**src/design/nrtw_pkg.sv**
```systemverilog
// ----------------------------------------------------------------------------
// nrtw_pkg
// Types and constants shared by the record text extractor.
// ----------------------------------------------------------------------------
package nrtw_pkg;

  // Flag bits in the record header byte
  localparam int unsigned FlagShortBit = 4;
  localparam int unsigned FlagIdBit    = 3;

  // Printable range and newline code
  localparam logic [7:0] PrintLo  = 8'd33;
  localparam logic [7:0] PrintHi  = 8'd126;
  localparam logic [6:0] CharNl   = 7'd10;

  // Register reset values and indexes
  localparam logic [7:0] LineWidthRst = 8'd25;
  localparam logic [7:0] LineCountRst = 8'd8;
  localparam logic       RegLineWidth = 1'b0;
  localparam logic       RegLineCount = 1'b1;

  // Result kinds
  localparam logic KindText = 1'b0;
  localparam logic KindEnd  = 1'b1;

  // Output queue depth (one byte yields at most three results)
  localparam int unsigned QDepth = 4;
  localparam int unsigned QPtrW  = $clog2(QDepth);
  localparam int unsigned MaxRes = 3;

  typedef enum logic [2:0] {
    PH_IDLE,
    PH_TYPELEN,
    PH_PLEN,
    PH_IDLEN,
    PH_SKIP,
    PH_PAYLOAD,
    PH_DONE
  } phase_e;

  typedef struct packed {
    logic        kind;
    logic [6:0]  text_char;
    logic [31:0] payload_length;
    logic        truncated;
    logic        last;
  } result_t;

endpackage

```
**src/design/ndef_record_text_wrapper.sv**
```systemverilog
// ----------------------------------------------------------------------------
// ndef_record_text_wrapper
// Parses an NDEF record header and turns printable payload bytes into text.
// ----------------------------------------------------------------------------
// Usage:
//   Input channel (in_valid_i/in_ready_o) carries one record byte per transfer,
//   first_byte_i marks the header flags byte. Output channel
//   (out_valid_o/out_ready_i) carries text characters, inserted newlines and
//   at most one end result per record, with last_o on the final result of
//   each byte. A transfer is registered in the input register, then decoded
//   into a 4-entry result queue once the queue has room; its first result is
//   then offered on the output. One byte per cycle is taken while the
//   receiver keeps up; a byte that makes three results hands them out in turn,
//   and the input stalls once the queue cannot take three more results.
//   When the receiver stalls, results wait in the queue and the input stalls.
//   Each write on the configuration port starts a remainder pass (one text
//   position bit per cycle) that rebuilds the line column; the input is not
//   ready during the pass. After reset: line width 25, 8 lines, parser idle,
//   queue empty.
// ----------------------------------------------------------------------------
module ndef_record_text_wrapper (
  input  logic        clk_i,
  input  logic        rst_ni,
  input  logic        in_valid_i,
  output logic        in_ready_o,
  input  logic [7:0]  data_byte_i,
  input  logic        first_byte_i,
  output logic        out_valid_o,
  input  logic        out_ready_i,
  output logic        kind_o,
  output logic [6:0]  text_char_o,
  output logic [31:0] payload_length_o,
  output logic        truncated_o,
  output logic        last_o,
  input  logic        cfg_we_i,
  input  logic        cfg_index_i,
  input  logic [7:0]  cfg_data_i
);
  import nrtw_pkg::*;

  // Configuration and derived values
  logic [7:0]  lw_q, lc_q;
  logic [8:0]  div9;
  logic [16:0] cap_prod;
  logic [15:0] cap_q;

  // Remainder pass
  logic        busy_q;
  logic [3:0]  bit_q;
  logic [8:0]  rem_q;
  logic [9:0]  rem_sh;
  logic [8:0]  rem_nx;

  // Input register
  logic        in_valid_q;
  logic [7:0]  in_data_q;
  logic        in_first_q;
  logic        fire;

  // Parser state
  phase_e      phase_q, phase_d;
  logic        short_q, short_d;
  logic        idp_q, idp_d;
  logic [1:0]  lbl_q, lbl_d;
  logic [8:0]  skip_q, skip_d;
  logic [7:0]  tlen_q, tlen_d;
  logic [31:0] dlen_q, dlen_d;
  logic [31:0] pleft_q, pleft_d;
  logic [15:0] tpos_q, tpos_d;
  logic [8:0]  col_q, col_d;

  // Decode results
  result_t     res [MaxRes];
  logic [1:0]  nres;
  logic        ended;
  logic        printable;
  logic [31:0] dlen_new;
  logic [8:0]  skip_new;

  // Result queue
  result_t          q_q [QDepth];
  logic [QPtrW-1:0] wr_q, rd_q;
  logic [QPtrW:0]   cnt_q;
  logic             pop;

  assign div9     = {1'b0, lw_q} + 9'd1;
  assign cap_prod = {9'd0, lc_q} * {8'd0, div9};

  // One restoring step of tpos mod (line_width + 1)
  assign rem_sh = {rem_q, tpos_q[bit_q]};
  assign rem_nx = (rem_sh >= {1'b0, div9}) ? 9'(rem_sh - {1'b0, div9}) : rem_sh[8:0];

  assign fire       = in_valid_q && (cnt_q <= (QPtrW+1)'(QDepth - MaxRes));
  assign in_ready_o = !busy_q && (!in_valid_q || fire);
  assign pop        = out_valid_o && out_ready_i;
  assign printable  = (in_data_q >= PrintLo) && (in_data_q <= PrintHi);

  // Decode one byte: next state and up to three results
  always_comb begin
    phase_d  = phase_q;
    short_d  = short_q;
    idp_d    = idp_q;
    lbl_d    = lbl_q;
    skip_d   = skip_q;
    tlen_d   = tlen_q;
    dlen_d   = dlen_q;
    pleft_d  = pleft_q;
    tpos_d   = tpos_q;
    col_d    = col_q;
    nres     = 2'd0;
    ended    = 1'b0;
    dlen_new = {dlen_q[23:0], in_data_q};
    skip_new = 9'd0;
    for (int k = 0; k < MaxRes; k++) begin
      res[k] = '0;
    end
    if (in_first_q) begin
      short_d = in_data_q[FlagShortBit];
      idp_d   = in_data_q[FlagIdBit];
      dlen_d  = '0;
      pleft_d = '0;
      skip_d  = '0;
      lbl_d   = '0;
      tpos_d  = '0;
      col_d   = '0;
      phase_d = PH_TYPELEN;
    end else begin
      unique case (phase_q)
        PH_TYPELEN: begin
          tlen_d  = in_data_q;
          lbl_d   = short_q ? 2'd0 : 2'd3;
          phase_d = PH_PLEN;
        end
        PH_PLEN: begin
          dlen_d = dlen_new;
          if (lbl_q != 2'd0) begin
            lbl_d = lbl_q - 2'd1;
          end else if (idp_q) begin
            phase_d = PH_IDLEN;
          end else begin
            skip_new = {1'b0, tlen_q};
            ended    = 1'b1;
          end
        end
        PH_IDLEN: begin
          skip_new = {1'b0, tlen_q} + {1'b0, in_data_q};
          ended    = 1'b1;
        end
        PH_SKIP: begin
          skip_d = skip_q - 9'd1;
          if (skip_d == 9'd0) begin
            pleft_d = dlen_q;
            if (dlen_q == 32'd0) begin
              res[0]  = '{kind: KindEnd, text_char: '0, payload_length: dlen_q,
                          truncated: 1'b0, last: 1'b0};
              nres    = 2'd1;
              phase_d = PH_DONE;
            end else begin
              phase_d = PH_PAYLOAD;
            end
          end
        end
        PH_PAYLOAD: begin
          pleft_d = pleft_q - 32'd1;
          if (printable) begin
            // newline when this position closes a line and room remains
            if (tpos_q != 16'd0 && col_q == {1'b0, lw_q} &&
                ({1'b0, tpos_q} + 17'd1) < {1'b0, cap_q}) begin
              res[nres] = '{kind: KindText, text_char: CharNl, payload_length: '0,
                            truncated: 1'b0, last: 1'b0};
              nres   = nres + 2'd1;
              tpos_d = tpos_q + 16'd1;
              col_d  = '0;
            end
            if (({1'b0, tpos_d} + 17'd1) >= {1'b0, cap_q}) begin
              res[nres] = '{kind: KindEnd, text_char: '0, payload_length: dlen_q,
                            truncated: 1'b1, last: 1'b0};
              nres    = nres + 2'd1;
              phase_d = PH_DONE;
            end else begin
              res[nres] = '{kind: KindText, text_char: in_data_q[6:0],
                            payload_length: '0, truncated: 1'b0, last: 1'b0};
              nres   = nres + 2'd1;
              tpos_d = tpos_d + 16'd1;
              col_d  = (col_d == {1'b0, lw_q}) ? 9'd0 : col_d + 9'd1;
            end
          end
          if (phase_d != PH_DONE && pleft_d == 32'd0) begin
            res[nres] = '{kind: KindEnd, text_char: '0, payload_length: dlen_q,
                          truncated: 1'b0, last: 1'b0};
            nres    = nres + 2'd1;
            phase_d = PH_DONE;
          end
        end
        default: begin
        end
      endcase
      // end of header: skip type/ID bytes, go to payload, or end an empty record
      if (ended) begin
        skip_d = skip_new;
        if (skip_new != 9'd0) begin
          phase_d = PH_SKIP;
        end else begin
          pleft_d = dlen_d;
          if (dlen_d == 32'd0) begin
            res[0]  = '{kind: KindEnd, text_char: '0, payload_length: dlen_d,
                        truncated: 1'b0, last: 1'b0};
            nres    = 2'd1;
            phase_d = PH_DONE;
          end else begin
            phase_d = PH_PAYLOAD;
          end
        end
      end
    end
    if (nres != 2'd0) begin
      res[nres - 2'd1].last = 1'b1;
    end
  end

  // Configuration, capacity and remainder pass
  always_ff @(posedge clk_i or negedge rst_ni) begin
    if (!rst_ni) begin
      lw_q   <= LineWidthRst;
      lc_q   <= LineCountRst;
      cap_q  <= 16'd208;
      busy_q <= 1'b0;
      bit_q  <= '0;
      rem_q  <= '0;
    end else begin
      cap_q <= cap_prod[15:0];
      if (cfg_we_i) begin
        if (cfg_index_i == RegLineWidth) begin
          lw_q <= cfg_data_i;
        end else begin
          lc_q <= cfg_data_i;
        end
        busy_q <= 1'b1;
        bit_q  <= 4'd15;
        rem_q  <= '0;
      end else if (busy_q) begin
        rem_q <= rem_nx;
        bit_q <= bit_q - 4'd1;
        if (bit_q == 4'd0) begin
          busy_q <= 1'b0;
        end
      end
    end
  end

  // Input register
  always_ff @(posedge clk_i or negedge rst_ni) begin
    if (!rst_ni) begin
      in_valid_q <= 1'b0;
    end else if (in_valid_i && in_ready_o) begin
      in_valid_q <= 1'b1;
    end else if (fire) begin
      in_valid_q <= 1'b0;
    end
  end

  always_ff @(posedge clk_i) begin
    if (in_valid_i && in_ready_o) begin
      in_data_q  <= data_byte_i;
      in_first_q <= first_byte_i;
    end
  end

  // Parser state; the column also takes the remainder pass result
  always_ff @(posedge clk_i or negedge rst_ni) begin
    if (!rst_ni) begin
      phase_q <= PH_IDLE;
      short_q <= 1'b0;
      idp_q   <= 1'b0;
      lbl_q   <= '0;
      skip_q  <= '0;
      tlen_q  <= '0;
      dlen_q  <= '0;
      pleft_q <= '0;
      tpos_q  <= '0;
      col_q   <= '0;
    end else if (fire) begin
      phase_q <= phase_d;
      short_q <= short_d;
      idp_q   <= idp_d;
      lbl_q   <= lbl_d;
      skip_q  <= skip_d;
      tlen_q  <= tlen_d;
      dlen_q  <= dlen_d;
      pleft_q <= pleft_d;
      tpos_q  <= tpos_d;
      col_q   <= col_d;
    end else if (busy_q && !cfg_we_i && bit_q == 4'd0) begin
      col_q <= rem_nx;
    end
  end

  // Result queue pointers
  always_ff @(posedge clk_i or negedge rst_ni) begin
    if (!rst_ni) begin
      wr_q  <= '0;
      rd_q  <= '0;
      cnt_q <= '0;
    end else begin
      if (fire) begin
        wr_q <= wr_q + QPtrW'(nres);
      end
      if (pop) begin
        rd_q <= rd_q + QPtrW'(1);
      end
      cnt_q <= cnt_q + (fire ? (QPtrW+1)'(nres) : '0) - (QPtrW+1)'(pop);
    end
  end

  // Result queue storage
  always_ff @(posedge clk_i) begin
    if (fire) begin
      for (int k = 0; k < MaxRes; k++) begin
        if (2'(k) < nres) begin
          q_q[wr_q + QPtrW'(k)] <= res[k];
        end
      end
    end
  end

  assign out_valid_o      = (cnt_q != '0);
  assign kind_o           = q_q[rd_q].kind;
  assign text_char_o      = q_q[rd_q].text_char;
  assign payload_length_o = q_q[rd_q].payload_length;
  assign truncated_o      = q_q[rd_q].truncated;
  assign last_o           = q_q[rd_q].last;

endmodule

```
**config.mk**
```make
export PLATFORM = sky130hd
export DESIGN_NAME = ndef_record_text_wrapper
export DESIGN_NICKNAME = d
export VERILOG_FILES = /design/src/design/nrtw_pkg.sv /design/src/design/ndef_record_text_wrapper.sv
export SDC_FILE = /design/constraint.sdc
export NUM_CORES = 1
export LEC_CHECK = 0
export ABC_CLOCK_PERIOD_IN_PS = 11700
export BUFFER_PORTS_ARGS = -buffer_cell sky130_fd_sc_hd__buf_2
export CAP_MARGIN = 20
export CORE_AREA = 2 2 270 139
export CTS_BUF_LIST = sky130_fd_sc_hd__clkbuf_4 sky130_fd_sc_hd__clkbuf_8
export CTS_CLUSTER_SIZE = 12
export DETAILED_ROUTE_END_ITERATION = 12
export DIE_AREA = 0 0 272 141
export PLACE_DENSITY = 0.88
export SLEW_MARGIN = 20
export SYNTH_ARGS = -nofsm -noshare
export SYNTH_HDL_FRONTEND = slang
export SYNTH_SLANG_ARGS = --single-unit
```
**constraint.sdc**
```tcl
create_clock -name clk_i -period 11.7 [get_ports clk_i]
set_clock_uncertainty 0.05 [all_clocks]
set_input_delay 1.755 -clock clk_i [delete_from_list [all_inputs] [get_ports clk_i]]
set_output_delay 1.755 -clock clk_i [all_outputs]
set_load 0.02 [all_outputs]
```
**Yosys cells after proc, flatten, opt, wreduce, memory -nomap -nowiden**

Memory sizes are Yosys's and may differ from the RTL's.
Cells that the tools add are included.

- Register bits: 176
- Bits in writable memories: 168
- Word-level logic and storage cells: 245
- Memories kept: 1

Memory list:

| memory | depth | bits a word | read ports | clocked after memory_dff | wr ports | RTL line | text |
|---|---|---|---|---|---|---|---|
| q_q | 4 | 42 | 1 | 0 | 3 | ndef_record_text_wrapper.sv:81 | `result_t q_q [QDepth];` |

- $add $sub $neg: 21
- $mul: 1
- Order comparisons: 16
- Eq/ne operators: 14
- Mux-type cells: 121
- Bitwise operators: 5
- Reduce and logical (&&, ||, !) cells: 44

Operators with widths:

| kind | number |
|---|---|
| $mux 126 | 7 |
| $bwmux 126 | 4 |
| $mux 42 | 10 |
| $demux 42 s2 | 3 |
| $mux 32 | 7 |
| $mux 9 | 18 |
| $mux 16 | 8 |
| $logic_not 32->1 | 3 |
| $mux 84 | 1 |
| $pmux 42 s2 | 1 |
| $pmux 32 s2 | 1 |
| $mux 38 | 1 |
| $mux 2 | 18 |
| $add 16x1->17 const B | 2 |
| $add 16x1->16 const B | 2 |
| $sub 32x1->32 const B | 1 |
| $mux 3 | 10 |
| $mux 1 | 22 |
| $eq 9x8->1 | 2 |
| $pmux 9 s2 | 1 |
| $ge 17x16->1 | 1 |
| $lt 17x16->1 | 1 |
| $mul 8x9->16 | 1 |
| $mux 8 | 2 |
| 47 further kinds | 95 |

**Longest topological paths before layout**

- Word-level depth: 29
- Gate-level depth with buffers: 40
- Depth with buffers taken out: 36

**Worst setup path before layout**

Ideal clock, no wire load.

- Kind: register to register
- Start: register tpos_q[0]
- End: memory q_q[0][0] (netlist bit) (enable)
- Arrival: 10.131 ns
- Slack: 1.015 ns
- Cell stages (with the launch flop): 32
- Path buffers: 4
- Path through: dfrtp_1 ha_1 nand3_1 buf_1 nor2_1 xor2_1 ha_1 and4_1 a221o_1 a211oi_1 o211a_1 clkbuf_1 buf_1 nand2_1 o21ai_0 ha_1 inv_1 a221o_1 clkbuf_1 a211oi_1 o21bai_1 xnor2_1 ha_1 a21oi_1 o211ai_1 or3_1 o22ai_1 and3_4 a41oi_4 a21oi_1 o21ai_0 a211oi_1

RTL lines:

| item | RTL line | text |
|---|---|---|
| start: declaration | ndef_record_text_wrapper.sv:69 | `logic [15:0] tpos_q, tpos_d;` |
| start signal: assignment | ndef_record_text_wrapper.sv:291 | `tpos_q <= tpos_d;` |
| end: declaration | ndef_record_text_wrapper.sv:81 |  |

==> results.md <==
- The run finished with clean final reports.
- Along the worst path, the maximum fanout reaches 32.
- Headroom to the max-slew limit came out at 0.231.
- The number of failing hold endpoints at the final stage is 0.
- Sorting the synthesized cells by area gives the leading types as sky130_fd_sc_hd__edfxtp_1 23%, sky130_fd_sc_hd__dfrtp_1 17%, sky130_fd_sc_hd__ha_1 5.2%.
- The count of TritonRoute iterations in the first routing pass is 8.
- The area taken by flip-flops and latches is 9510 um2.
- The source-to-sink clock delay at the later pin of the worst-skew pair is 670 ps.
- The antenna cell count is 0.
- The CTS tree is built.
- The DRC marker count from the first detailed-route iteration is 3460.
- The final weighted congestion in routability-driven placement is 1.05.
- Setup total negative slack on the finished layout was measured at 0 ps.
- The detailed-route DRC error count is 0.
- The sum of buffers and inverters on the critical path is 2.
- The most frequent cell on the critical path is sky130_fd_sc_hd__ha_1.
- The floorplan has 50 rows.
- In this run the remaining antenna-violating nets after routing total 0.
- The via-per-instance ratio is 7.03.
- The number of port buffers is 66.
- Data on the critical path arrives at its endpoint at 10830 ps.
- The largest net degree at the start of global routing is 70.
- For this design the ratio of total power to cell area is 192 nW/um2.
- Of the total power, combinational logic draws 0.465.
- Measured along the y axis, the die boundary spans 141 um.
- The count of synthesis-stage warnings from yosys is 0.
- After detailed routing, the average wire length per cell comes to 26.0 um.
- The cell family contributing the most delay on the critical path is compound AO/OA/AOI/OAI gates.
- The initial antenna violation count is 0.
- The share of the Yosys chip area taken by registers is 0.404.
- The clock network fraction of total power is 0.225.
- The share of async-settable or async-resettable flops after synthesis is 0.485.
- Measured along the x axis, the die boundary spans 272 um.
- Once the clock tree was built, the setup fixing pass inserted 0 buffers.
- The number of max-cap violations is 0.
- When the netlist entered floorplanning its net count stood at 2554.
- The cell type of the slowest stage on the worst timing path is sky130_fd_sc_hd__a21oi_1.
- The synthesized instance count is 2389.
- A synthesized cell averages 9.84 um2.
- The final layout net count is 2534.
- For this run, the total global-route usage over all layers was measured as 0.397.
- Excluding fillers, the count of instances in the completed layout stands at 2903.
- Clock tree synthesis found a total of 344 sinks.
- The number of buffers created by CTS is 49.
- In the finished design, the share of the clock period the worst path needs comes to 0.904.
- The number of hold buffers added after CTS was 0.
- In this run the power spent charging and discharging nets is 0.00197 W.
- Derived from the worst setup path, the maximum achievable clock frequency is 0.0945 GHz.
- At the pin with the least slew margin, the transition time is 1150 ps.
- The flip-flop and latch count after synthesis is 344.
- The detailed-route via count is 20400.
- The count of cells resized by post-cts repair is 0.
- The analysis attributes to cell leakage a power of 10.3 nW.
- Of the total power, registers draw 0.310.
- Global routing finished with a remaining overflow of 0.
- The area share of the largest cell type after synthesis is 0.226.
- The library cell occupying the most area in the post-synthesis netlist is sky130_fd_sc_hd__edfxtp_1.
- VDD sags by at most 166 uV.
- The number of placed cells counting well taps is 2812.
- The required time reported for the critical path endpoint is 11950 ps.
- The cell area after technology mapping is 23500 um2.
- The number of enable flip-flop cells after synthesis is 177.
- Setup repair after global routing left no endpoint under its margin.
- The area of the die is 38400 um2.
- The switching power as a share of total power is 0.407.
- The multi-input logic area is 13000 um2.
- Once detailed placement completed, the half-perimeter wirelength came to 54900 um.
- The critical path's largest stage delay is 690 ps.
- The final wirelength is 75500 um.
- STA classifies the critical path endpoint as a flip-flop.
- In this run, distinct cell masters in the synthesized netlist total 87.
- The first global-routing pass estimated 116000 um of wire.
- The via count of the first global-routing pass came to 19600.
- The worst min-delay path class is reg -> reg.
- The worst setup path is launched from a flip-flop.
- Of the cells placed in the final design, the portion with a size suffix greater than 1 is 0.131.
- The initial utilization of the core area, before any placement, comes to 0.647.
- The maximum clock path buffer count is 3.
- Counting the fill cells in the layout gives 2599.
- The total count of max-transition violations in the final report came to 0.
- Setup violations remaining at the end of the flow were counted as 0.
- The clock transition at the register clock pins on the worst setup and hold paths after CTS is 80 ps.
- The minimum clock period after layout is 10580 ps.
- The cell sitting at the root of the clock tree is a sky130_fd_sc_hd__clkbuf_8.
- During I/O placement, the number of pins put on the boundary was 67.
- The area added between synthesis and finish is 7.11%.
- The core outline area is 36300 um2.
- The setup path with the least slack is of type reg -> reg.
- The H-tree was split into 2 levels.
- The internal power of the cells totals 0.00287 W.
- In the synthesized netlist the dominant register cell turns out to be sky130_fd_sc_hd__edfxtp_1.
[layout make-up]
cell class | count | share of cell area
multi-input cells | 1756 | 0.515
inverters | 124 | 0.0185
flip-flops and latches | 344 | 0.378
clock buffers | 69 | 0.0337
clock inverters | 22 | 0.00934
repair buffers | 94 | 0.0217
well taps | 494 | 0.0246
[sequential cells by signal, indices dropped and copies added (netlist names), 3 cells and up]
signal	cells
dlen_q	32
lc_q	8
lw_q	8
tlen_q	8
rem_q	9
bit_q	4
pleft_q	32
tpos_q	16
in_data_q	8
q_q	168
skip_q	9
cap_q	16
cnt_q	3
col_q	9
phase_q	3
[routing by layer]
layer  routed length, um  GRT usage  part of all wire
met1               29700      0.575              0.39
met3               14900      0.206              0.20
met2               28900      0.523              0.38
met4                1940     0.0856             0.026
met5                  36          0           0.00048
[placed cells by master, fill, tap and decap left out, types with 29 or more instances in the layout]
cell	Yosys	layout
sky130_fd_sc_hd__nand2_1	216	215
sky130_fd_sc_hd__edfxtp_1	177	177
sky130_fd_sc_hd__o21ai_0	174	171
sky130_fd_sc_hd__nor2_1	161	158
sky130_fd_sc_hd__dfrtp_1	160	158
sky130_fd_sc_hd__and2_1	136	136
sky130_fd_sc_hd__inv_1	122	122
sky130_fd_sc_hd__ha_1	98	98
sky130_fd_sc_hd__a21oi_1	75	75
sky130_fd_sc_hd__buf_2	14	65
sky130_fd_sc_hd__xnor2_1	64	62
sky130_fd_sc_hd__nor3_1	58	57
sky130_fd_sc_hd__mux2i_1	53	53
sky130_fd_sc_hd__clkbuf_8	0	53
sky130_fd_sc_hd__mux4_2	46	46
sky130_fd_sc_hd__fa_1	44	44
sky130_fd_sc_hd__nand3_1	38	38
sky130_fd_sc_hd__o22ai_1	38	38
sky130_fd_sc_hd__and3_1	33	33
sky130_fd_sc_hd__o21a_1	29	29
sky130_fd_sc_hd__mux2_2	29	29
[power groups by stage]
stage          Combinational [W]  Clock [W]  Sequential [W]
2_1_floorplan            0.00166          0         0.00143
3_3_place_gp             0.00209          0         0.00151
3_5_place_dp             0.00219          0         0.00152
4_1_cts                  0.00221    0.00108         0.00149
5_1_grt                  0.00246    0.00114         0.00151
6_report                 0.00225    0.00109         0.00150
[cells in the mapped netlist, types with 46 or more instances]
library cell                 n
sky130_fd_sc_hd__nor2_1    161
sky130_fd_sc_hd__o21ai_0   174
sky130_fd_sc_hd__dfrtp_1   160
sky130_fd_sc_hd__a21oi_1    75
sky130_fd_sc_hd__nor3_1     58
sky130_fd_sc_hd__edfxtp_1  177
sky130_fd_sc_hd__xnor2_1    64
sky130_fd_sc_hd__inv_1     122
sky130_fd_sc_hd__ha_1       98
sky130_fd_sc_hd__mux2i_1    53
sky130_fd_sc_hd__clkbuf_1  122
sky130_fd_sc_hd__nand2_1   216
sky130_fd_sc_hd__mux4_2     46
sky130_fd_sc_hd__and2_1    136
[metrics by stage]
| step | hold slack (ps) | setup slack (ps) | util | total power [W] | cell area [um2] |
|---|---|---|---|---|---|
| floorplan | 416 | 1010 | - | 0.00309 | 23500 |
| global placement | 427 | 2210 | 0.662 | 0.00360 | 24100 |
| detailed placement | 446 | 1640 | 0.662 | 0.00370 | 24100 |
| CTS | 463 | 1530 | 0.692 | 0.00478 | 25200 |
| global route | 491 | 805 | 0.693 | 0.00510 | 25200 |
| finish | 469 | 1120 | 0.693 | 0.00483 | 25200 |
[kinds of logic (layout without fill, tap and decap cells)]
kind of cell | after synthesis | count (layout) | synth area share
xor+xnor | 92 | 92 | 0.0343
simple gates | 833 | 833 | 0.182
flops | 344 | 344 | 0.404
mux | 128 | 128 | 0.0805
compound gates | 555 | 555 | 0.158
fa+ha+maj | 148 | 148 | 0.0922
buf+inv | 289 | 309 | 0.0483
[worst paths after layout]
kind / to / cells after the start / slack (ps) / start
setup / recovery: q_q[0][5]$_DFFE_PP_ / 28 / 1120 / tpos_q[0]$_DFFE_PN0P_
hold / removal: lbl_q[1]$_DFFE_PN0P_ / 1 / 470 / lbl_q[1]$_DFFE_PN0P_
setup reg to reg: q_q[0][5]$_DFFE_PP_ / 28 / 1120 / tpos_q[0]$_DFFE_PN0P_
hold reg to reg: lbl_q[1]$_DFFE_PN0P_ / 1 / 470 / lbl_q[1]$_DFFE_PN0P_
max in group asynchronous: lc_q[6]$_DFFE_PN0P_ / 2 / 9260 / rst_ni
min in group asynchronous: tlen_q[6]$_DFFE_PN0P_ / 1 / 1010 / rst_ni
Note: power is estimated with default switching activity, not from simulation.
